`src/ues_pkg.sv`:
```
package ues_pkg;

  localparam logic RECORD_PART = 1'b0;
  localparam logic RECORD_END  = 1'b1;

  localparam int NUM_SINGLE = 22;
  localparam int NUM_RANGE  = 13;

  localparam logic [20:0] SINGLE_LIST [NUM_SINGLE] = '{
    21'h000A9, 21'h000AE, 21'h0203C, 21'h02049, 21'h020E3, 21'h02122, 21'h02139, 21'h0231A,
    21'h0231B, 21'h02328, 21'h023CF, 21'h024C2, 21'h025AA, 21'h025AB, 21'h025B6, 21'h025C0,
    21'h02934, 21'h02935, 21'h03030, 21'h0303D, 21'h03297, 21'h03299
  };

  localparam logic [20:0] RANGE_LO [NUM_RANGE] = '{
    21'h02194, 21'h021A9, 21'h023E9, 21'h023F8, 21'h025FB, 21'h02600, 21'h02B00,
    21'h1F000, 21'h1F0A0, 21'h1F100, 21'h1F600, 21'h1F900, 21'h1F980
  };

  localparam logic [20:0] RANGE_HI [NUM_RANGE] = '{
    21'h02199, 21'h021AA, 21'h023F3, 21'h023FA, 21'h025FE, 21'h027EF, 21'h02BFF,
    21'h1F02F, 21'h1F0FF, 21'h1F64F, 21'h1F6FF, 21'h1F9FF, 21'h1F9E0
  };

  localparam logic [20:0] ZWJ_CP = 21'h0200D;
  localparam logic [20:0] VS15_CP = 21'h0FE0E;
  localparam logic [20:0] VS16_CP = 21'h0FE0F;

  // one entry per accepted byte that yields records
  typedef struct packed {
    logic        part_valid;
    logic [15:0] part_offset;
    logic        part_emoji;
    logic [15:0] part_number;
    logic        end_valid;
    logic [15:0] end_offset;
    logic [15:0] end_number;
  } event_t;

  function automatic logic classify_cp(input logic [20:0] cp, input logic run_emoji);
    logic hit;
    hit = 1'b0;
    for (int k = 0; k < NUM_SINGLE; k++) begin
      if (cp == SINGLE_LIST[k]) hit = 1'b1;
    end
    for (int k = 0; k < NUM_RANGE; k++) begin
      if (cp >= RANGE_LO[k] && cp <= RANGE_HI[k]) hit = 1'b1;
    end
    if (run_emoji && (cp == ZWJ_CP || cp == VS15_CP || cp == VS16_CP)) hit = 1'b1;
    return hit;
  endfunction

endpackage

```
`src/ues_in_if.sv`:
```
interface ues_in_if;
  logic       valid;
  logic       ready;
  logic [7:0] text_byte;
  logic       final_byte;

  modport source (output valid, output text_byte, output final_byte, input ready);
  modport sink (input valid, input text_byte, input final_byte, output ready);
endinterface

```
`src/ues_out_if.sv`:
```
interface ues_out_if;
  logic        valid;
  logic        ready;
  logic        record_kind;
  logic [15:0] byte_offset;
  logic        part_emoji;
  logic [15:0] part_number;
  logic        last_of_run;

  modport source (
    output valid, output record_kind, output byte_offset, output part_emoji,
    output part_number, output last_of_run, input ready
  );
  modport sink (
    input valid, input record_kind, input byte_offset, input part_emoji,
    input part_number, input last_of_run, output ready
  );
endinterface

```
`src/utf8_emoji_run_segmenter_core.sv`:
```
// channel | dir | payload
// in_i    | in  | text_byte[7:0], final_byte
// out_o   | out | record_kind, byte_offset[15:0], part_emoji, part_number[15:0], last_of_run
//
// One byte accepted per cycle; decode and classification are combinational in the front.
// Each byte yields 0..2 records; the back drains one record per cycle unless out_o stalls, so a
// byte with two records makes two transfers, absorbed by the QUEUE_DEPTH queue.
// A byte's first record passes through its queue entry, then the back's output register.
// Input stalls only when the queue is full. Reset is asynchronous and clears control state only.
module utf8_emoji_run_segmenter_core #(
  parameter int MAX_TEXT_BYTES = 65535,
  parameter int QUEUE_DEPTH    = 4
) (
  input  logic      clk_i,
  input  logic      rst_ni,
  ues_in_if.sink    in_i,
  ues_out_if.source out_o
);

  ues_pkg::event_t push_evt, head_evt;
  logic            push, pop, empty, full;

  ues_front #(
    .MAX_TEXT_BYTES(MAX_TEXT_BYTES)
  ) u_front (
    .clk_i (clk_i),
    .rst_ni(rst_ni),
    .in_i  (in_i),
    .full_i(full),
    .push_o(push),
    .evt_o (push_evt)
  );

  ues_queue #(
    .DEPTH(QUEUE_DEPTH)
  ) u_queue (
    .clk_i  (clk_i),
    .rst_ni (rst_ni),
    .push_i (push),
    .data_i (push_evt),
    .pop_i  (pop),
    .data_o (head_evt),
    .empty_o(empty),
    .full_o (full)
  );

  ues_back u_back (
    .clk_i  (clk_i),
    .rst_ni (rst_ni),
    .out_o  (out_o),
    .head_i (head_evt),
    .empty_i(empty),
    .pop_o  (pop)
  );

endmodule

```
`src/ues_front.sv`:
```
module ues_front #(
  parameter int MAX_TEXT_BYTES = 65535
) (
  input  logic            clk_i,
  input  logic            rst_ni,
  ues_in_if.sink          in_i,
  input  logic            full_i,
  output logic            push_o,
  output ues_pkg::event_t evt_o
);

  localparam int CntW = $clog2(MAX_TEXT_BYTES + 1);
  localparam logic [CntW-1:0] MaxCnt = CntW'(MAX_TEXT_BYTES);

  function automatic logic [15:0] sat16(input logic [CntW-1:0] v);
    logic [15:0] r;
    if (v > CntW'(17'h0FFFF)) r = 16'hFFFF;
    else r = 16'(v);
    return r;
  endfunction

  logic [CntW-1:0] bytes_seen_q, bytes_seen_d, cso_q, cso_d, cso_cur, bs_new;
  logic [1:0]      bytes_left_q, bytes_left_d;
  logic [20:0]     acc_q, acc_d, acc_new;
  logic            run_q, run_d, seen_q, seen_d;
  logic [15:0]     parts_q, parts_d;
  logic            accept, done, cls;
  logic [7:0]      b;

  assign in_i.ready = !full_i;
  assign accept     = in_i.valid && in_i.ready;
  assign b          = in_i.text_byte;

  always_comb begin
    bytes_seen_d = bytes_seen_q;
    cso_d        = cso_q;
    cso_cur      = cso_q;
    bytes_left_d = bytes_left_q;
    acc_d        = acc_q;
    acc_new      = acc_q;
    run_d        = run_q;
    seen_d       = seen_q;
    parts_d      = parts_q;
    done         = 1'b0;
    cls          = 1'b0;
    evt_o        = '0;

    if (bytes_left_q == 2'd0) begin
      cso_cur = bytes_seen_q;
      cso_d   = bytes_seen_q;
      if (!b[7]) begin
        done = 1'b1;
      end else if (!b[5]) begin
        acc_d        = {16'd0, b[4:0]};
        bytes_left_d = 2'd1;
      end else if (!b[4]) begin
        acc_d        = {17'd0, b[3:0]};
        bytes_left_d = 2'd2;
      end else begin
        acc_d        = {18'd0, b[2:0]};
        bytes_left_d = 2'd3;
      end
    end else begin
      acc_new      = {acc_q[14:0], b[5:0]};
      acc_d        = acc_new;
      bytes_left_d = bytes_left_q - 2'd1;
      if (bytes_left_q == 2'd1) begin
        done = 1'b1;
        cls  = ues_pkg::classify_cp(acc_new, run_q);
      end
    end

    bs_new       = (bytes_seen_q < MaxCnt) ? bytes_seen_q + CntW'(1) : bytes_seen_q;
    bytes_seen_d = bs_new;

    // truncated sequence at end of text
    if (!done && in_i.final_byte) begin
      done = 1'b1;
      cls  = 1'b0;
    end

    if (done) begin
      if (!seen_q) begin
        evt_o.part_valid  = 1'b1;
        evt_o.part_offset = 16'd0;
        evt_o.part_emoji  = cls;
        evt_o.part_number = 16'd0;
        parts_d           = 16'd1;
        run_d             = cls;
        seen_d            = 1'b1;
      end else if (cls != run_q) begin
        evt_o.part_valid  = 1'b1;
        evt_o.part_offset = sat16(cso_cur);
        evt_o.part_emoji  = cls;
        evt_o.part_number = parts_q;
        parts_d           = (parts_q != 16'hFFFF) ? parts_q + 16'd1 : parts_q;
        run_d             = cls;
      end
    end

    if (in_i.final_byte) begin
      evt_o.end_valid  = 1'b1;
      evt_o.end_offset = sat16(bs_new);
      evt_o.end_number = parts_d;
      bytes_seen_d     = '0;
      cso_d            = '0;
      bytes_left_d     = 2'd0;
      acc_d            = '0;
      run_d            = 1'b0;
      seen_d           = 1'b0;
      parts_d          = 16'd0;
    end
  end

  assign push_o = accept && (evt_o.part_valid || evt_o.end_valid);

  always_ff @(posedge clk_i or negedge rst_ni) begin
    if (!rst_ni) begin
      bytes_seen_q <= '0;
      cso_q        <= '0;
      bytes_left_q <= 2'd0;
      acc_q        <= '0;
      run_q        <= 1'b0;
      seen_q       <= 1'b0;
      parts_q      <= 16'd0;
    end else if (accept) begin
      bytes_seen_q <= bytes_seen_d;
      cso_q        <= cso_d;
      bytes_left_q <= bytes_left_d;
      acc_q        <= acc_d;
      run_q        <= run_d;
      seen_q       <= seen_d;
      parts_q      <= parts_d;
    end
  end

  a_first_part_zero: assert property (@(posedge clk_i) disable iff (!rst_ni)
    push_o && evt_o.part_valid && !seen_q |-> evt_o.part_number == 16'd0)
    else $error("first part not numbered zero");

  a_end_clears: assert property (@(posedge clk_i) disable iff (!rst_ni)
    accept && in_i.final_byte |=> bytes_left_q == 2'd0 && !seen_q && parts_q == 16'd0)
    else $error("state not cleared after end of text");

endmodule

```
`src/ues_queue.sv`:
```
module ues_queue #(
  parameter int DEPTH = 4
) (
  input  logic            clk_i,
  input  logic            rst_ni,
  input  logic            push_i,
  input  ues_pkg::event_t data_i,
  input  logic            pop_i,
  output ues_pkg::event_t data_o,
  output logic            empty_o,
  output logic            full_o
);

  localparam int PtrW = (DEPTH > 1) ? $clog2(DEPTH) : 1;
  localparam int CntW = $clog2(DEPTH + 1);
  localparam logic [PtrW-1:0] LastPtr = PtrW'(DEPTH - 1);

  ues_pkg::event_t mem_q [DEPTH];
  logic [PtrW-1:0] wr_q, rd_q;
  logic [CntW-1:0] cnt_q;

  assign empty_o = (cnt_q == '0);
  assign full_o  = (cnt_q == CntW'(DEPTH));
  assign data_o  = mem_q[rd_q];

  always_ff @(posedge clk_i) begin
    if (push_i) mem_q[wr_q] <= data_i;
  end

  always_ff @(posedge clk_i or negedge rst_ni) begin
    if (!rst_ni) begin
      wr_q  <= '0;
      rd_q  <= '0;
      cnt_q <= '0;
    end else begin
      if (push_i) wr_q <= (wr_q == LastPtr) ? '0 : wr_q + PtrW'(1);
      if (pop_i) rd_q <= (rd_q == LastPtr) ? '0 : rd_q + PtrW'(1);
      if (push_i && !pop_i) cnt_q <= cnt_q + CntW'(1);
      else if (pop_i && !push_i) cnt_q <= cnt_q - CntW'(1);
    end
  end

  a_no_overflow: assert property (@(posedge clk_i) disable iff (!rst_ni)
    full_o |-> !push_i)
    else $error("push into full queue");

  a_no_underflow: assert property (@(posedge clk_i) disable iff (!rst_ni)
    empty_o |-> !pop_i)
    else $error("pop from empty queue");

endmodule

```
`src/ues_back.sv`:
```
module ues_back (
  input  logic            clk_i,
  input  logic            rst_ni,
  ues_out_if.source       out_o,
  input  ues_pkg::event_t head_i,
  input  logic            empty_i,
  output logic            pop_o
);

  logic        valid_q, valid_d, phase_q, phase_d, load, sel_end;
  logic        kind_q, emoji_q, last_q;
  logic [15:0] off_q, num_q;

  assign load    = (!valid_q || out_o.ready) && !empty_i;
  assign sel_end = phase_q || !head_i.part_valid;

  always_comb begin
    valid_d = valid_q;
    phase_d = phase_q;
    pop_o   = 1'b0;
    if (load) begin
      valid_d = 1'b1;
      if (!sel_end && head_i.end_valid) begin
        phase_d = 1'b1;
      end else begin
        phase_d = 1'b0;
        pop_o   = 1'b1;
      end
    end else if (out_o.ready) begin
      valid_d = 1'b0;
    end
  end

  always_ff @(posedge clk_i or negedge rst_ni) begin
    if (!rst_ni) begin
      valid_q <= 1'b0;
      phase_q <= 1'b0;
    end else begin
      valid_q <= valid_d;
      phase_q <= phase_d;
    end
  end

  always_ff @(posedge clk_i) begin
    if (load) begin
      last_q <= pop_o;
      if (sel_end) begin
        kind_q  <= ues_pkg::RECORD_END;
        off_q   <= head_i.end_offset;
        emoji_q <= 1'b0;
        num_q   <= head_i.end_number;
      end else begin
        kind_q  <= ues_pkg::RECORD_PART;
        off_q   <= head_i.part_offset;
        emoji_q <= head_i.part_emoji;
        num_q   <= head_i.part_number;
      end
    end
  end

  assign out_o.valid       = valid_q;
  assign out_o.record_kind = kind_q;
  assign out_o.byte_offset = off_q;
  assign out_o.part_emoji  = emoji_q;
  assign out_o.part_number = num_q;
  assign out_o.last_of_run = last_q;

  a_phase_holds_entry: assert property (@(posedge clk_i) disable iff (!rst_ni)
    phase_q |-> !empty_i && head_i.end_valid)
    else $error("second record pending without queued entry");

  a_end_is_last: assert property (@(posedge clk_i) disable iff (!rst_ni)
    valid_q && kind_q == ues_pkg::RECORD_END |-> last_q)
    else $error("end record not marked last");

endmodule

```
`src/flat_wrapper.sv`:
```
// flat-port wrapper written by rule: the top's interface ports become plain ports
module utf8_emoji_run_segmenter_core_flat 
#(
  parameter int MAX_TEXT_BYTES = 65535,
  parameter int QUEUE_DEPTH    = 4
)
  (clk_i, rst_ni, in_i_valid, in_i_text_byte, in_i_final_byte, in_i_ready, out_o_valid, out_o_record_kind, out_o_byte_offset, out_o_part_emoji, out_o_part_number, out_o_last_of_run, out_o_ready);
  ues_in_if in_i_i ();
  ues_out_if out_o_i ();
  input  logic clk_i;
  input  logic rst_ni;
  input wire logic [$bits(in_i_i.valid)-1:0] in_i_valid;
  input wire logic [$bits(in_i_i.text_byte)-1:0] in_i_text_byte;
  input wire logic [$bits(in_i_i.final_byte)-1:0] in_i_final_byte;
  output wire logic [$bits(in_i_i.ready)-1:0] in_i_ready;
  output wire logic [$bits(out_o_i.valid)-1:0] out_o_valid;
  output wire logic [$bits(out_o_i.record_kind)-1:0] out_o_record_kind;
  output wire logic [$bits(out_o_i.byte_offset)-1:0] out_o_byte_offset;
  output wire logic [$bits(out_o_i.part_emoji)-1:0] out_o_part_emoji;
  output wire logic [$bits(out_o_i.part_number)-1:0] out_o_part_number;
  output wire logic [$bits(out_o_i.last_of_run)-1:0] out_o_last_of_run;
  input wire logic [$bits(out_o_i.ready)-1:0] out_o_ready;
  assign in_i_i.valid = in_i_valid;
  assign in_i_i.text_byte = in_i_text_byte;
  assign in_i_i.final_byte = in_i_final_byte;
  assign in_i_ready = in_i_i.ready;
  assign out_o_valid = out_o_i.valid;
  assign out_o_record_kind = out_o_i.record_kind;
  assign out_o_byte_offset = out_o_i.byte_offset;
  assign out_o_part_emoji = out_o_i.part_emoji;
  assign out_o_part_number = out_o_i.part_number;
  assign out_o_last_of_run = out_o_i.last_of_run;
  assign out_o_i.ready = out_o_ready;
  utf8_emoji_run_segmenter_core #(.MAX_TEXT_BYTES(MAX_TEXT_BYTES), .QUEUE_DEPTH(QUEUE_DEPTH)) u_core (.clk_i(clk_i), .rst_ni(rst_ni), .in_i(in_i_i), .out_o(out_o_i));
endmodule
```
`config.mk`:
```
export PLATFORM = sky130hd
export DESIGN_NAME = utf8_emoji_run_segmenter_core_flat
export DESIGN_NICKNAME = d
export VERILOG_FILES = /design/src/ues_pkg.sv /design/src/ues_in_if.sv /design/src/ues_out_if.sv /design/src/utf8_emoji_run_segmenter_core.sv /design/src/ues_front.sv /design/src/ues_queue.sv /design/src/ues_back.sv /design/src/flat_wrapper.sv
export SDC_FILE = /design/constraint.sdc
export NUM_CORES = 1
export LEC_CHECK = 0
export BUFFER_PORTS_ARGS = -buffer_cell sky130_fd_sc_hd__buf_2
export CAP_MARGIN = 20
export CORE_UTILIZATION = 25
export CTS_CLUSTER_DIAMETER = 150
export DETAILED_ROUTE_END_ITERATION = 7
export HOLD_SLACK_MARGIN = 0.15
export SYNTH_ARGS = -nofsm -noshare
export SYNTH_HDL_FRONTEND = slang
export SYNTH_HIERARCHICAL = 1
export SYNTH_SLANG_ARGS = --single-unit
```
`constraint.sdc`:
```
create_clock -name clk_i -period 15.8 [get_ports clk_i]
set_clock_uncertainty 0.1 [all_clocks]
set_input_delay 1.58 -clock clk_i [delete_from_list [all_inputs] [get_ports clk_i]]
set_output_delay 1.58 -clock clk_i [all_outputs]
set_load 0.005 [all_outputs]
```
* After elaboration in Yosys (flattened, before gate mapping)
Memory sizes are Yosys's and may differ from the RTL's. Index checks and enable logic that the tools add are counted.
Word-level totals: flip-flop bits (word level) 111, memory bits (writable) 268, word-level logic and storage cells 217, input bits 13, output and inout bits 37, memories kept 1
Memory list:
- u_core.u_queue.mem_q | words 4, bits a word 67, rd ports 1, clocked after Yosys merged registers in 0, wr ports 1, line ues_queue.sv:18 | ues_pkg::event_t mem_q [DEPTH];
Operators by class: muxes and demuxes 88, equality and inequality tests 33, add/subtract/negate cells 7, reduce and logical (&&, ||, !) cells 42, magnitude comparators 29
Operators with widths (number):
- $eq A21 B14 Y1 const B | 21
- $mux W16 | 13
- $ge A21 B14 Y1 const B | 7
- $le A21 B14 Y1 const B | 7
- $ge A21 B17 Y1 const B | 6
- $le A21 B17 Y1 const B | 6
- $mux W34 | 3
- $mux W1 | 58
- $mux W15 | 3
- $eq A21 B16 Y1 const B | 2
- $eq A21 B8 Y1 const B | 2
- $mux W33 | 1
- $add A16 B1 Y16 const B | 2
- $gt A16 B16 Y1 const B | 2
- $logic_and A1 B1 Y1 | 21
- $lt A16 B16 Y1 const B | 1
- $ne A16 B16 Y1 const B | 1
- $mux W2 | 6
- $logic_not A1 Y1 | 8
- $mux W3 | 2
- $reduce_bool A2 Y1 | 3
- $logic_or A1 B1 Y1 | 5
- $mux W5 | 1
- $add A2 B1 Y2 const B | 2
- 14 further kinds | 16

* Depth between registers and ports, before layout
Gate-level depths: netlist of the first run.
depth after elaboration 51, mapped depth 19, gate-level depth less buffers 17

* Hierarchy
The synthesis of the first run kept the hierarchy.
By module, submodules not included:
- ues_queue | area an instance 10094.7 um^2, cells each 388, times used 1, seq. area each 8222.9 um^2
- ues_front | area an instance 5610.4 um^2, cells each 757, times used 1, seq. area each 1676.6 um^2
- ues_back | area an instance 1669.1 um^2, cells each 83, times used 1, seq. area each 1101.1 um^2

* Worst setup path after synthesis of the first run
Ideal clock, no wire load.
path type input-to-reg, start input port in_i_text_byte[0], end memory u_core/u_queue/mem_q[1][0] in the netlist's numbering, enable pin, setup time 432 ps, stages on the path 14, arrival 5681 ps, buffers on the path 2, setup slack 9587 ps, required time 15268 ps, cells stage by stage clkbuf_1 clkbuf_1 a41oi_1 o311ai_1 o31ai_1 a32oi_1 nand4_1 nor4_2 nor2_1 ha_1 a21oi_1 nor2_1 nor2_1 and2_1
On the way: longest elaborated chain between the ends 48, elaborated cells between the ends (all ways) 114, those cells by class order compare: 26; eq/ne: 26; mux: 44; reduce/logical: 18
RTL lines:
- start, declared | line flat_wrapper.sv:13 | input wire logic [$bits(in_i_i.text_byte)-1:0] in_i_text_byte;
- $eq A21 B8 Y1 | line ues_pkg.sv:44 | if (cp == SINGLE_LIST[k]) hit = 1'b1;
- $mux W1 (22 in a row) | line ues_pkg.sv:44
- $mux W1 (13 in a row) | line ues_pkg.sv:47 | if (cp >= RANGE_LO[k] && cp <= RANGE_HI[k]) hit = 1'b1;
- $mux W1 * | line ues_pkg.sv:49 | if (run_emoji && (cp == ZWJ_CP || cp == VS15_CP || cp == VS16_CP)) hit = 1'b1;
- $mux W1 * | line ues_front.sv:67 | if (bytes_left_q == 2'd1) begin
- $mux W1 * | line ues_front.sv:48 | if (bytes_left_q == 2'd0) begin
- $mux W1 * | line ues_front.sv:77 | if (!done && in_i.final_byte) begin
- $ne A1 B1 Y1 * | line ues_front.sv:91 | end else if (cls != run_q) begin
- $mux W34 * | line ues_front.sv:91
- $mux W34 * | line ues_front.sv:83 | if (!seen_q) begin
- $mux W34 * | line ues_front.sv:82 | if (done) begin
- $logic_or A1 B1 Y1 * | line ues_front.sv:115 | assign push_o = accept && (evt_o.part_valid || evt_o.end_valid);
- $logic_and A1 B1 Y1 * | line ues_front.sv:115
- net u_core.push | line utf8_emoji_run_segmenter_core.sv:21 | logic push, pop, empty, full;
- $mux W1 * | line ues_queue.sv:27 | if (push_i) mem_q[wr_q] <= data_i;
- $mux W1 (not written as such) * | line ues_queue.sv:27
- end, declared | line ues_queue.sv:18
Mark *: on every way through the listed nets, which the timed path passes. The rest lies on a longest branch.

* Worst setup path after layout of the first run
start input port in_i_text_byte[1], end memory u_core/u_queue/mem_q[3][52] in the netlist's numbering, enable pin
The elaborated chain is that of the path after synthesis.

==> results by group, run 1 <==
Drt
  – Via Count: 10500
  – Met1 wire length: 17600 um
  – Wirelength per Cell: 17.8 um
  – Initial DRT Pass Iterations: 5
  – DRC: 0
  – DR vias/cell: 4.76
  – Routed wl met3: 2040 um
  – Routed wire length on met2: 18600 um
  – Routed Antenna Nets: 0
  – DRT Wirelength: 39000 um
  – Initial DRC Count: 842
  – Max layer used: met5

Timing
  – Final Hold Fails: 0
  – Fin crit share: 0.381
  – RSZ-0062 raised after global routing: no
  – Fmax: 0.166 GHz
  – Final Slew Violations: 0
  – Min cycle time layout: 6.02 ns
  – Slew margin rel.: 0.302
  – Final setup violation count: 0
  – Worst slew pin tran: 1.05 ns
  – Setup TNS: 0 ns

Floorplanning
  – Die width: 266 um
  – Placeable Area: 0.0687 mm^2
  – Die Y: 266 um
  – Initial Util: 0.253
  – Boundary Pins: 50
  – Die ar.: 0.0706 mm^2
  – Row count: 96

Synthesis
  – Post-synth top area share: 0.524
  – Cells after Synth: 1228
  – Mean Syn Cell Area: 14.1 um^2
  – Async set-reset flop share out of synthesis: 0.201
  – Netlist cell types: 75
  – Most used standard cell by instance count after synthesis: edfxtp_1
  – Number of synthesized flops with an enable pin: 303
  – Top cells by count, synth: edfxtp_1, nand2_1, dfrtp_1, nor2_1, clkbuf_1
  – Main flop type after synthesis: edfxtp_1
  – Post-Syn Area: 0.0174 mm^2
  – Leading area contributor after synthesis: edfxtp_1
  – Ys Warns: 6
  – Yosys reg bits: 379
  – Syn_nets: 1251
  – Leading post-synthesis cells by cell area: edfxtp_1, dfrtp_1, mux4_2, mux2_4, nand2_1
  – Post-synthesis sequential area ratio: 0.633

Critical path
  – CP max-delay cell: buf_4
  – R2r worst-path depth: 13
  – Setup CP Type: input pin to register
  – Family with the most delay on the worst path: simple AND/OR/NAND/NOR gates
  – CP peak stage delay: 0.75 ns
  – Crit path cell chain: buf_2 -> and4_1 -> a2111oi_0 -> a41o_1 -> a21oi_1 -> o311ai_1 -> nor4_2 -> nor2_1 -> ha_1 -> a21oi_1 -> nor2_1 -> nor2_1 -> and2_2 -> buf_4
  – CP Data Arrival Time: 6.07 ns
  – Worst Path Max Fanout: 49
  – CP Buf/Inv Count: 2
  – Type of destination of the critical path: register
  – Most common cell on crit path: nor2_1
  – R2R Setup Slk: 10.08 ns
  – Startpoint types: input pin
  – CP Data Required Time: 15.85 ns
  – CP Depth: 14

Global route
  – Vias in the first global route: 10800
  – GRT overflow: 0
  – First-pass GRT wire length: 61800 um
  – Largest net degree at the start of global routing: 69
  – Initial antenna violation count: 2
  – GRT Resource Usage Total: 0.110

Clocking
  – Clock sinks: 379
  – Root buffer cell: clkbuf_16
  – H-tree depth: 2
  – CTS tree: built
  – Clock Path Buffers: 3
  – CTS Buf Count: 37
  – Buffer count from post-CTS setup fixing: 0
  – Clock slew at reported path FFs: 0.06 ns
  – # hold bufs at CTS: 0
  – Worst-Skew Late Latency: 0.53 ns
  – # resized after CTS: 0

Power and ir drop
  – Pwr dens: 164 mW/mm^2
  – Worst IR Drop VDD: 0.0968 mV
  – Static Leak: 6.71 nW

Min path
  – Hold path cells: 2
  – HP Class: register to register

Placement
  – Placer Congestion: 0.849
  – Post-DP HPWL: 23000 um
  – IO Port Bufs: 48
  – Post-DP Area: 0.0185 mm^2

Final layout
  – Design Area, Final: 0.0197 mm^2
  – Fraction of layout instances using a drive strength above 1: 0.186
  – Fin util: 0.287
  – Synthesis-to-finish area growth: 13.3%
  – Final #Nets: 1258

Run
  – Max-cap violations: 0

Status
  – Outcome: complete, no violations
==> placed cells by master (no fill, tap or decap), drive strengths merged, types with 20 or more instances in the layout <==
cell / netlist / final
nor2: 73 / 73
o21ai: 61 / 61
nand2: 99 / 99
edfxtp: 303 / 303
mux4: 67 / 67
nand3: 37 / 37
inv: 20 / 22
mux2: 36 / 36
dfrtp: 76 / 76
clkbuf: 68 / 51
a22o: 20 / 20
a21oi: 46 / 46
buf: 28 / 64
and3: 27 / 27
==> where the power goes <==
group / leakage, nW / switching (mW) / internal, mW
sequential: 3.81 / 0.119 / 1.31
clock: 0.589 / 0.368 / 0.525
combinational: 2.31 / 0.475 / 0.429
==> final cells by class <==
| cell class | count | area (um^2) |
|---|---|---|
| Inverter | 21 | 78.8 |
| Timing Repair Buffer | 64 | 364 |
| Clock buffer | 51 | 1030 |
| Antenna cell | 3 | 7.51 |
| Multi-Input combinational cell | 732 | 5850 |
| Fill cell | 6937 | 49000 |
| Clock inverter | 17 | 195 |
| Tap cell | 931 | 1160 |
| Sequential cell | 379 | 11000 |
==> cell families (layout without fill, tap and decap cells) <==
kind of cell	count (synthesis)	in the layout	synth area share
muxes	115	115	0.123
DFF	379	379	0.633
other	0	3	0
xor gates and xnor gates	27	27	0.0136
adders and majority gates	10	10	0.00763
AOI/OAI and AO/OA	209	209	0.0785
and+or+nand+nor	371	371	0.112
buffers and inverters	117	153	0.0319
==> layer usage <==
layer | GRT usage | up-vias
met5 | 0 | -
met4 | 0.0329 | 4
met3 | 0.0198 | 57
met2 | 0.178 | 283
met1 | 0.150 | 5359
li1 | - | 4767
==> through the flow <==
stage	instances	power, mW	hold slack (ns)	setup WS, ns
after floorplan	1228	2.11	0.350	9.59
after global placement	2125	2.36	0.363	9.25
after detailed placement	2127	2.38	0.371	9.19
after CTS	2195	3.28	0.384	9.75
after global routing	2195	3.39	0.405	9.37
final	2198	3.23	0.384	9.78
==> sequential cells by signal, summed over array words and instances, names as in the netlist <==
register / count
u_core/u_front/acc_q: 15
u_core/u_back/out_o.part_number: 16
u_core/u_queue/wr_q: 2
u_core/u_back/out_o.last_of_run: 1
u_core/u_front/parts_q: 16
u_core/u_front/cso_q: 16
u_core/u_queue/cnt_q: 3
u_core/u_front/run_q: 1
u_core/u_back/out_o.record_kind: 1
u_core/u_queue/mem_q: 268
u_core/u_front/bytes_left_q: 2
u_core/u_back/out_o.part_emoji: 1
u_core/u_front/seen_q: 1
u_core/u_front/bytes_seen_q: 16
u_core/u_back/out_o.valid: 1
u_core/u_back/out_o.byte_offset: 16
u_core/u_back/phase_q: 1
u_core/u_queue/rd_q: 2
==> worst min-delay path: cells and delay by family (launching register included) <==
kind	cells	cell delay [ns]
AND/OR/NAND/NOR	1	0.04
flip-flops	1	0.34
AO/OA/AOI/OAI	1	0.06
==> path summary, 6_finish.rpt <==
path / start / to
min: u_core/u_front/cso_q[4]$_DFFE_PN0P_ / u_core/u_front/cso_q[4]$_DFFE_PN0P_
max reg2reg: u_core/u_front/acc_q[7]$_DFFE_PN0P_ / u_core/u_queue/mem_q[3][52]$_DFFE_PP_
max in group asynchronous: rst_ni / u_core/u_queue/rd_q[0]$_DFFE_PN0P_
max: in_i_text_byte[1] / u_core/u_queue/mem_q[3][52]$_DFFE_PP_
min reg2reg: u_core/u_front/cso_q[4]$_DFFE_PN0P_ / u_core/u_front/cso_q[4]$_DFFE_PN0P_
min in group asynchronous: rst_ni / u_core/u_front/bytes_seen_q[8]$_DFFE_PN0P_
(Power assumes the default switching activity.)
==> run 2: changes to the inputs <==
==> constraint.sdc (replaced) <==
create_clock -name clk_i -period 5.2 [get_ports clk_i]
set_clock_uncertainty 0.1 [all_clocks]
set_input_delay 0.52 -clock clk_i [delete_from_list [all_inputs] [get_ports clk_i]]
set_output_delay 0.52 -clock clk_i [all_outputs]
set_load 0.005 [all_outputs]
==> results by group, run 2 (synthesis results as in run 1) <==
Drt
  – Initial DRC Count: 777 (-7.7%)
  – DRC: 0 (unchanged)
  – Routed Antenna Nets: 0 (unchanged)
  – Wirelength per Cell: 17.8 um (about the same)
  – DRT Wirelength: 39900 um (+2.2%)
  – Initial DRT Pass Iterations: 7 (+2)
  – Via Count: 10600 (+1.5%)
  – DR vias/cell: 4.73 (-0.69%)

Global route
  – GRT Resource Usage Total: 0.113 (+0.00309)
  – Initial antenna violation count: 1 (-1)
  – GRT overflow: 0 (unchanged)
  – Vias in the first global route: 10700 (-1.2%)
  – Largest net degree at the start of global routing: 55 (-20%)
  – First-pass GRT wire length: 62100 um (+0.57%)

Power and ir drop
  – Pwr dens: 500 mW/mm^2 (+200%)
  – Sequential share of power: 0.424 (-0.019)
  – Pint: 7.16 mW (+220%)
  – Combinational power share: 0.291 (+0.011)
  – Worst IR Drop VDD: 0.267 mV (+180%)
  – Net Sw Frac: 0.297 (-0.000494)
  – Net Switching: 3.03 mW (+220%)
  – Static Leak: 7.06 nW (+5.2%)
  – Clock share of power: 0.285 (+0.008)

Timing
  – Final setup violation count: 0 (unchanged)
  – Slew margin rel.: 0.344 (+0.0420)
  – Final Slew Violations: 0 (unchanged)
  – Worst slew pin tran: 0.985 ns (-0.0630 ns)
  – Fmax: 0.215 GHz
  – Worst setup margin: 0.549 ns (-9.23 ns)
  – Setup TNS: 0 ns (unchanged)
  – Min cycle time layout: 4.65 ns
  – Fin crit share: 0.894
  – Final Hold Fails: 0 (unchanged)
  – RSZ-0062 raised after global routing: no

Placement
  – IO Port Bufs: 48 (unchanged)
  – Post-DP HPWL: 25400 um (+10%)
  – Placer Congestion: 0.838 (-1.2%)
  – DP Worst Slack: 0.546 ns (-8.65 ns)

Clocking
  – Root buffer cell: clkbuf_16
  – Clock sinks: 379 (unchanged)
  – Clock Path Buffers: 3 (unchanged)
  – # resized after CTS: 0 (unchanged)
  – CTS Buf Count: 41 (+11%)
  – CTS tree: built
  – Clock slew at reported path FFs: 0.05 ns (about the same)
  – H-tree depth: 2 (unchanged)
  – Worst-Skew Late Latency: 0.56 ns (+0.03 ns)

Final layout
  – Seq. cell area: 0.0110 mm^2 (unchanged)
  – Synthesis-to-finish area growth: 17.3%
  – Most flop-heavy register: u_core/u_queue/mem_q
  – Commonest non-fill, non-tap cell in the layout: edfxtp_1
  – # diodes: 0 (-3)
  – Fillers: 6891 (-0.66%)
  – Final #Nets: 1305 (+3.7%)
  – Most frequent cells in the layout: edfxtp_1, nand2_1, dfrtp_1, nor2_1, mux4_2
  – Fraction of layout instances using a drive strength above 1: 0.214 (+0.0285)
  – Multi-input logic area: 0.00585 mm^2 (unchanged)
  – Max reg flops: 268 (unchanged)
  – Fin util: 0.297 (+0.0100)

Critical path
  – CP max-delay cell: nor4b_2
  – Worst r2r src: u_core/u_front/acc_q[9]$_DFFE_PN0P_
  – Type of destination of the critical path: register
  – Most common cell on crit path: nor2_1
  – Startpoint types: register
  – Crit path cell chain: nor4b_2 -> nand4_1 -> nor4_1 -> o221ai_1 -> o311ai_1 -> nor4_2 -> nor2_1 -> ha_1 -> a21oi_1 -> nor2_1 -> nor2_1 -> ha_1 -> inv_1 -> fa_1 -> xor2_1 -> nor2_1 -> xor2_1
  – CP Data Arrival Time: 5.02 ns (-1.05 ns)
  – Worst Path Max Fanout: 8 (-84%)
  – CP peak stage delay: 0.74 ns (about the same)
  – CP Data Required Time: 5.57 ns (-10.28 ns)
  – CP startpoint: u_core/u_front/acc_q[9]$_DFFE_PN0P_
  – Setup CP Type: register to register
  – CP Buf/Inv Count: 1 (-1)
  – Family with the most delay on the worst path: simple AND/OR/NAND/NOR gates

Status
  – Outcome: complete, no violations

Floorplanning
  – Row count: 96 (unchanged)
  – Boundary Pins: 50 (unchanged)
  – Placeable Area: 0.0687 mm^2 (unchanged)
  – Initial Util: 0.253 (unchanged)
  – Die ar.: 0.0706 mm^2 (unchanged)
  – Die width: 266 um (unchanged)
  – Die Y: 266 um (unchanged)

Min path
  – HP Class: input pin to register
  – Hold Startpoint: in_i_text_byte[2]

Run
  – Max-cap violations: 0 (unchanged)
[run 2: cell count changes in the layout (fill, tap and decap cells not counted), sizes merged]
cell / before / now
inv: 22 / 24
clkinv: 9 / 11
clkbuf: 51 / 58
clkinvlp: 3 / 0
buf: 64 / 105
diode: 3 / 0
dlygate4sd3: 0 / 2
[run 2: per-layer routing]
layer / vias to the layer above / routed length, um / track usage
li1: 4862 / - / -
met1: 5389 / 17900 / 0.154
met2: 319 / 18800 / 0.182
met3: 53 / 2420 / 0.0221
met4: 2 / 820 / 0.0349
met5: - / 9 / 0
[run 2: layout make-up]
class                           instances  area share
Multi-Input combinational cell        732       0.287
Timing Repair Buffer                  107      0.0462
Inverter                               21     0.00387
Sequential cell                       379       0.540
Clock buffer                           58      0.0554
Clock inverter                         18      0.0106
Tap cell                              931      0.0572
[run 2: power by group through the flow]
stage / Clock, mW / Sequential [mW] / Combinational, mW
3_3_place_gp: 0 / 4.37 / 2.99
2_1_floorplan: 0 / 4.20 / 2.21
5_1_grt: 3.10 / 4.40 / 3.22
3_5_place_dp: 0 / 4.40 / 3.03
6_report: 2.90 / 4.32 / 2.96
4_1_cts: 3.00 / 4.34 / 3.04
[run 2: worst paths after layout]
| path | slack [ns] | depth (start not counted) | to |
|---|---|---|---|
| min in group asynchronous | 0.44 | 2 | u_core/u_front/acc_q[0]$_DFFE_PN0P_ |
| max in group asynchronous | 3.62 | 3 | u_core/u_queue/rd_q[0]$_DFFE_PN0P_ |
| worst min register to register | 0.38 | 2 | u_core/u_front/cso_q[1]$_DFFE_PN0P_ |
| worst min-delay path | 0.22 | 2 | u_core/u_front/acc_q[2]$_DFFE_PN0P_ |
| worst max-delay path | 0.55 | 17 | u_core/u_queue/cnt_q[2]$_DFFE_PN0P_ |
| worst max register to register | 0.55 | 17 | u_core/u_queue/cnt_q[2]$_DFFE_PN0P_ |
[run 2: timing repair]
| action | in CTS | in global routing |
|---|---|---|
| setup buffers | 0 | 0 |
| endpoints found under the hold margin | 48 | 0 |
| hold buffers | 2 | 0 |
[run 2: through the flow]
| stage | total power [mW] | area, um^2 | hold slack [ns] | std cells |
|---|---|---|---|---|
| after floorplan | 6.41 | 17400 | 0.124 | 1228 |
| after global placement | 7.37 | 19000 | 0.363 | 2166 |
| after detailed placement | 7.43 | 19000 | 0.372 | 2167 |
| after CTS | 10.4 | 20400 | 0.187 | 2245 |
| after global routing | 10.7 | 20400 | 0.213 | 2246 |
| final | 10.2 | 20400 | 0.220 | 2246 |
==> run 3: changes to the inputs <==
--- a/config.mk
+++ b/config.mk
@@ -7,6 +7,7 @@
 export LEC_CHECK = 0
 export BUFFER_PORTS_ARGS = -buffer_cell sky130_fd_sc_hd__buf_2
 export CAP_MARGIN = 20
+export CORE_ASPECT_RATIO = 0.75
 export CORE_UTILIZATION = 25
 export CTS_CLUSTER_DIAMETER = 150
 export DETAILED_ROUTE_END_ITERATION = 7
==> results by group, run 3 (synthesis results as in run 1) <==
Drt
  – DRT Wirelength: 40300 um (+0.97%)
  – Initial DRT Pass Iterations: 5 (-2)
  – Initial DRC Count: 907 (+17%)
  – Wirelength per Cell: 18.5 um (+4.1%)
  – DR vias/cell: 4.91 (+3.9%)
  – DRC: 0 (unchanged)
  – Via Count: 10700 (+0.77%)
  – Routed Antenna Nets: 0 (unchanged)

Global route
  – GRT Resource Usage Total: 0.113 (+0.000148)
  – First-pass GRT wire length: 63100 um (+1.5%)
  – Vias in the first global route: 10800 (+0.59%)
  – Largest net degree at the start of global routing: 68 (+24%)
  – GRT overflow: 0 (unchanged)
  – Initial antenna violation count: 3 (+2)

Timing
  – Worst slew pin tran: 1.04 ns (+0.0532 ns)
  – Final Slew Violations: 0 (unchanged)
  – RSZ-0062 raised after global routing: no
  – Slew margin rel.: 0.308 (-0.0355)
  – Final setup violation count: 0 (unchanged)
  – Hold Slack: 0.272 ns (+0.0517 ns)
  – Final Hold Fails: 0 (unchanged)
  – Min cycle time layout: 4.73 ns (+0.0807 ns)
  – Fin crit share: 0.910 (+0.0155)
  – Setup TNS: 0 ns (unchanged)
  – Fmax: 0.211 GHz (-1.7%)

Critical path
  – Type of destination of the critical path: register
  – Startpoint types: register
  – Setup CP Type: register to register
  – CP Data Arrival Time: 5.09 ns (+0.07 ns)
  – Worst Path Max Fanout: 9 (+1)
  – CP Data Required Time: 5.56 ns (about the same)

Clocking
  – Worst-Skew Late Latency: 0.53 ns (-0.03 ns)
  – # resized after CTS: 0 (unchanged)
  – # hold bufs at CTS: 2 (unchanged)
  – Root buffer cell: clkbuf_16
  – Clock slew at reported path FFs: 0.06 ns (about the same)
  – Buffer count from post-CTS setup fixing: 0 (unchanged)
  – H-tree depth: 2 (unchanged)
  – CTS Buf Count: 37 (-9.8%)
  – CTS tree: built
  – Clock sinks: 379 (unchanged)
  – Clock Path Buffers: 3 (unchanged)

Final layout
  – Most flop-heavy register: u_core/u_queue/mem_q
  – # diodes: 0 (unchanged)
  – Synthesis-to-finish area growth: 14.0%
  – Final #Nets: 1282 (-1.8%)
  – Commonest non-fill, non-tap cell in the layout: edfxtp_1
  – Fraction of layout instances using a drive strength above 1: 0.197 (-0.0179)
  – Most frequent cells in the layout: edfxtp_1, nand2_1, dfrtp_1, nor2_1, mux4_2
  – Max reg flops: 268 (unchanged)

Run
  – Max-cap violations: 0 (unchanged)

Power and ir drop
  – Pwr dens: 494 mW/mm^2 (-1.2%)
  – Worst IR Drop VDD: 0.283 mV (+6.0%)
  – Pint: 6.79 mW (-5.1%)
  – Combinational power share: 0.293 (+0.002)
  – Sequential share of power: 0.443 (+0.019)
  – Net Switching: 2.98 mW (-1.6%)
  – Clock share of power: 0.264 (-0.021)
  – Static Leak: 6.81 nW (-3.5%)
  – Net Sw Frac: 0.305 (+0.00751)

Floorplanning
  – Die Y: 230 um (-13%)
  – Die width: 306 um (+15%)
  – Boundary Pins: 50 (unchanged)
  – Die ar.: 0.0706 mm^2 (about the same)
  – Row count: 83 (-14%)
  – Placeable Area: 0.0685 mm^2 (-0.24%)
  – Initial Util: 0.253 (+0.000609)

Placement
  – IO Port Bufs: 48 (unchanged)
  – Post-DP HPWL: 24800 um (-2.2%)
  – Placer Congestion: 0.831 (-0.93%)

Status
  – Outcome: complete, no violations

Min path
  – HP Class: input pin to register
run 3: worst max-delay path, cell delays in order (launching register included):
cell and delay (ns):
dfrtp_1 0.48, nor4b_2 0.71, nand4_1 0.38, nor4_1 0.48
o221ai_1 0.23, o311ai_1 0.15, nor4_2 0.11, nor2_1 0.13
ha_1 0.33, a21oi_1 0.25, nor2_1 0.09, nor2_1 0.16
ha_1 0.22, inv_1 0.06, fa_1 0.37, xor2_1 0.15
nor2_1 0.12, xor2_1 0.15
run 3: metrics by stage:
step	power (mW)	cells	setup slack (ns)	util	instance area (um^2)
floorplan	6.41	1228	0.689	-	17400
CTS	9.90	2179	0.477	0.289	19800
global placement	7.25	2109	0.509	0.272	18600
global route	10.3	2179	0.117	0.289	19800
finish	9.77	2179	0.469	0.289	19800
detailed placement	7.30	2110	0.482	0.272	18600
run 3: path summary, 6_finish.rpt:
path	from	end	slack [ns]	depth (start not counted)
worst max-delay path	u_core/u_front/acc_q[9]$_DFFE_PN0P_	u_core/u_queue/cnt_q[2]$_DFFE_PN0P_	0.47	17
worst min-delay path	in_i_text_byte[7]	u_core/u_front/bytes_left_q[1]$_DFFE_PN0P_	0.27	3
worst max register to register	u_core/u_front/acc_q[9]$_DFFE_PN0P_	u_core/u_queue/cnt_q[2]$_DFFE_PN0P_	0.47	17
worst min register to register	u_core/u_front/cso_q[12]$_DFFE_PN0P_	u_core/u_front/cso_q[12]$_DFFE_PN0P_	0.39	2
max in group asynchronous	rst_ni	u_core/u_queue/rd_q[0]$_DFFE_PN0P_	3.60	3
min in group asynchronous	rst_ni	u_core/u_front/acc_q[9]$_DFFE_PN0P_	0.45	2
run 3: area by class of cell:
cell class	instances	area, um^2
fillers	6854	48700
clock buffers	47	985
flip-flops and latches	379	11000
multi-input cells	732	5850
clock inverters	20	174
well taps	892	1120
inverters	21	78.8
repair buffers	88	596
run 3: routing by layer:
metal / wire length [um] / vias to the layer above / part of all wire / track usage
li1: - / 4811 / - / -
met1: 19200 / 5513 / 0.48 / 0.167
met2: 18100 / 344 / 0.45 / 0.172
met3: 2480 / 39 / 0.061 / 0.0214
met4: 498 / 0 / 0.012 / 0.0230
met5: 0 / - / 0 / 0
run 3: power by group through the flow:
stage	clock network, mW	registers [mW]	logic [mW]
global route	2.77	4.40	3.10
CTS	2.65	4.34	2.92
global placement	0	4.37	2.88
finish	2.58	4.33	2.86
floorplan	0	4.20	2.21
detailed placement	0	4.40	2.90
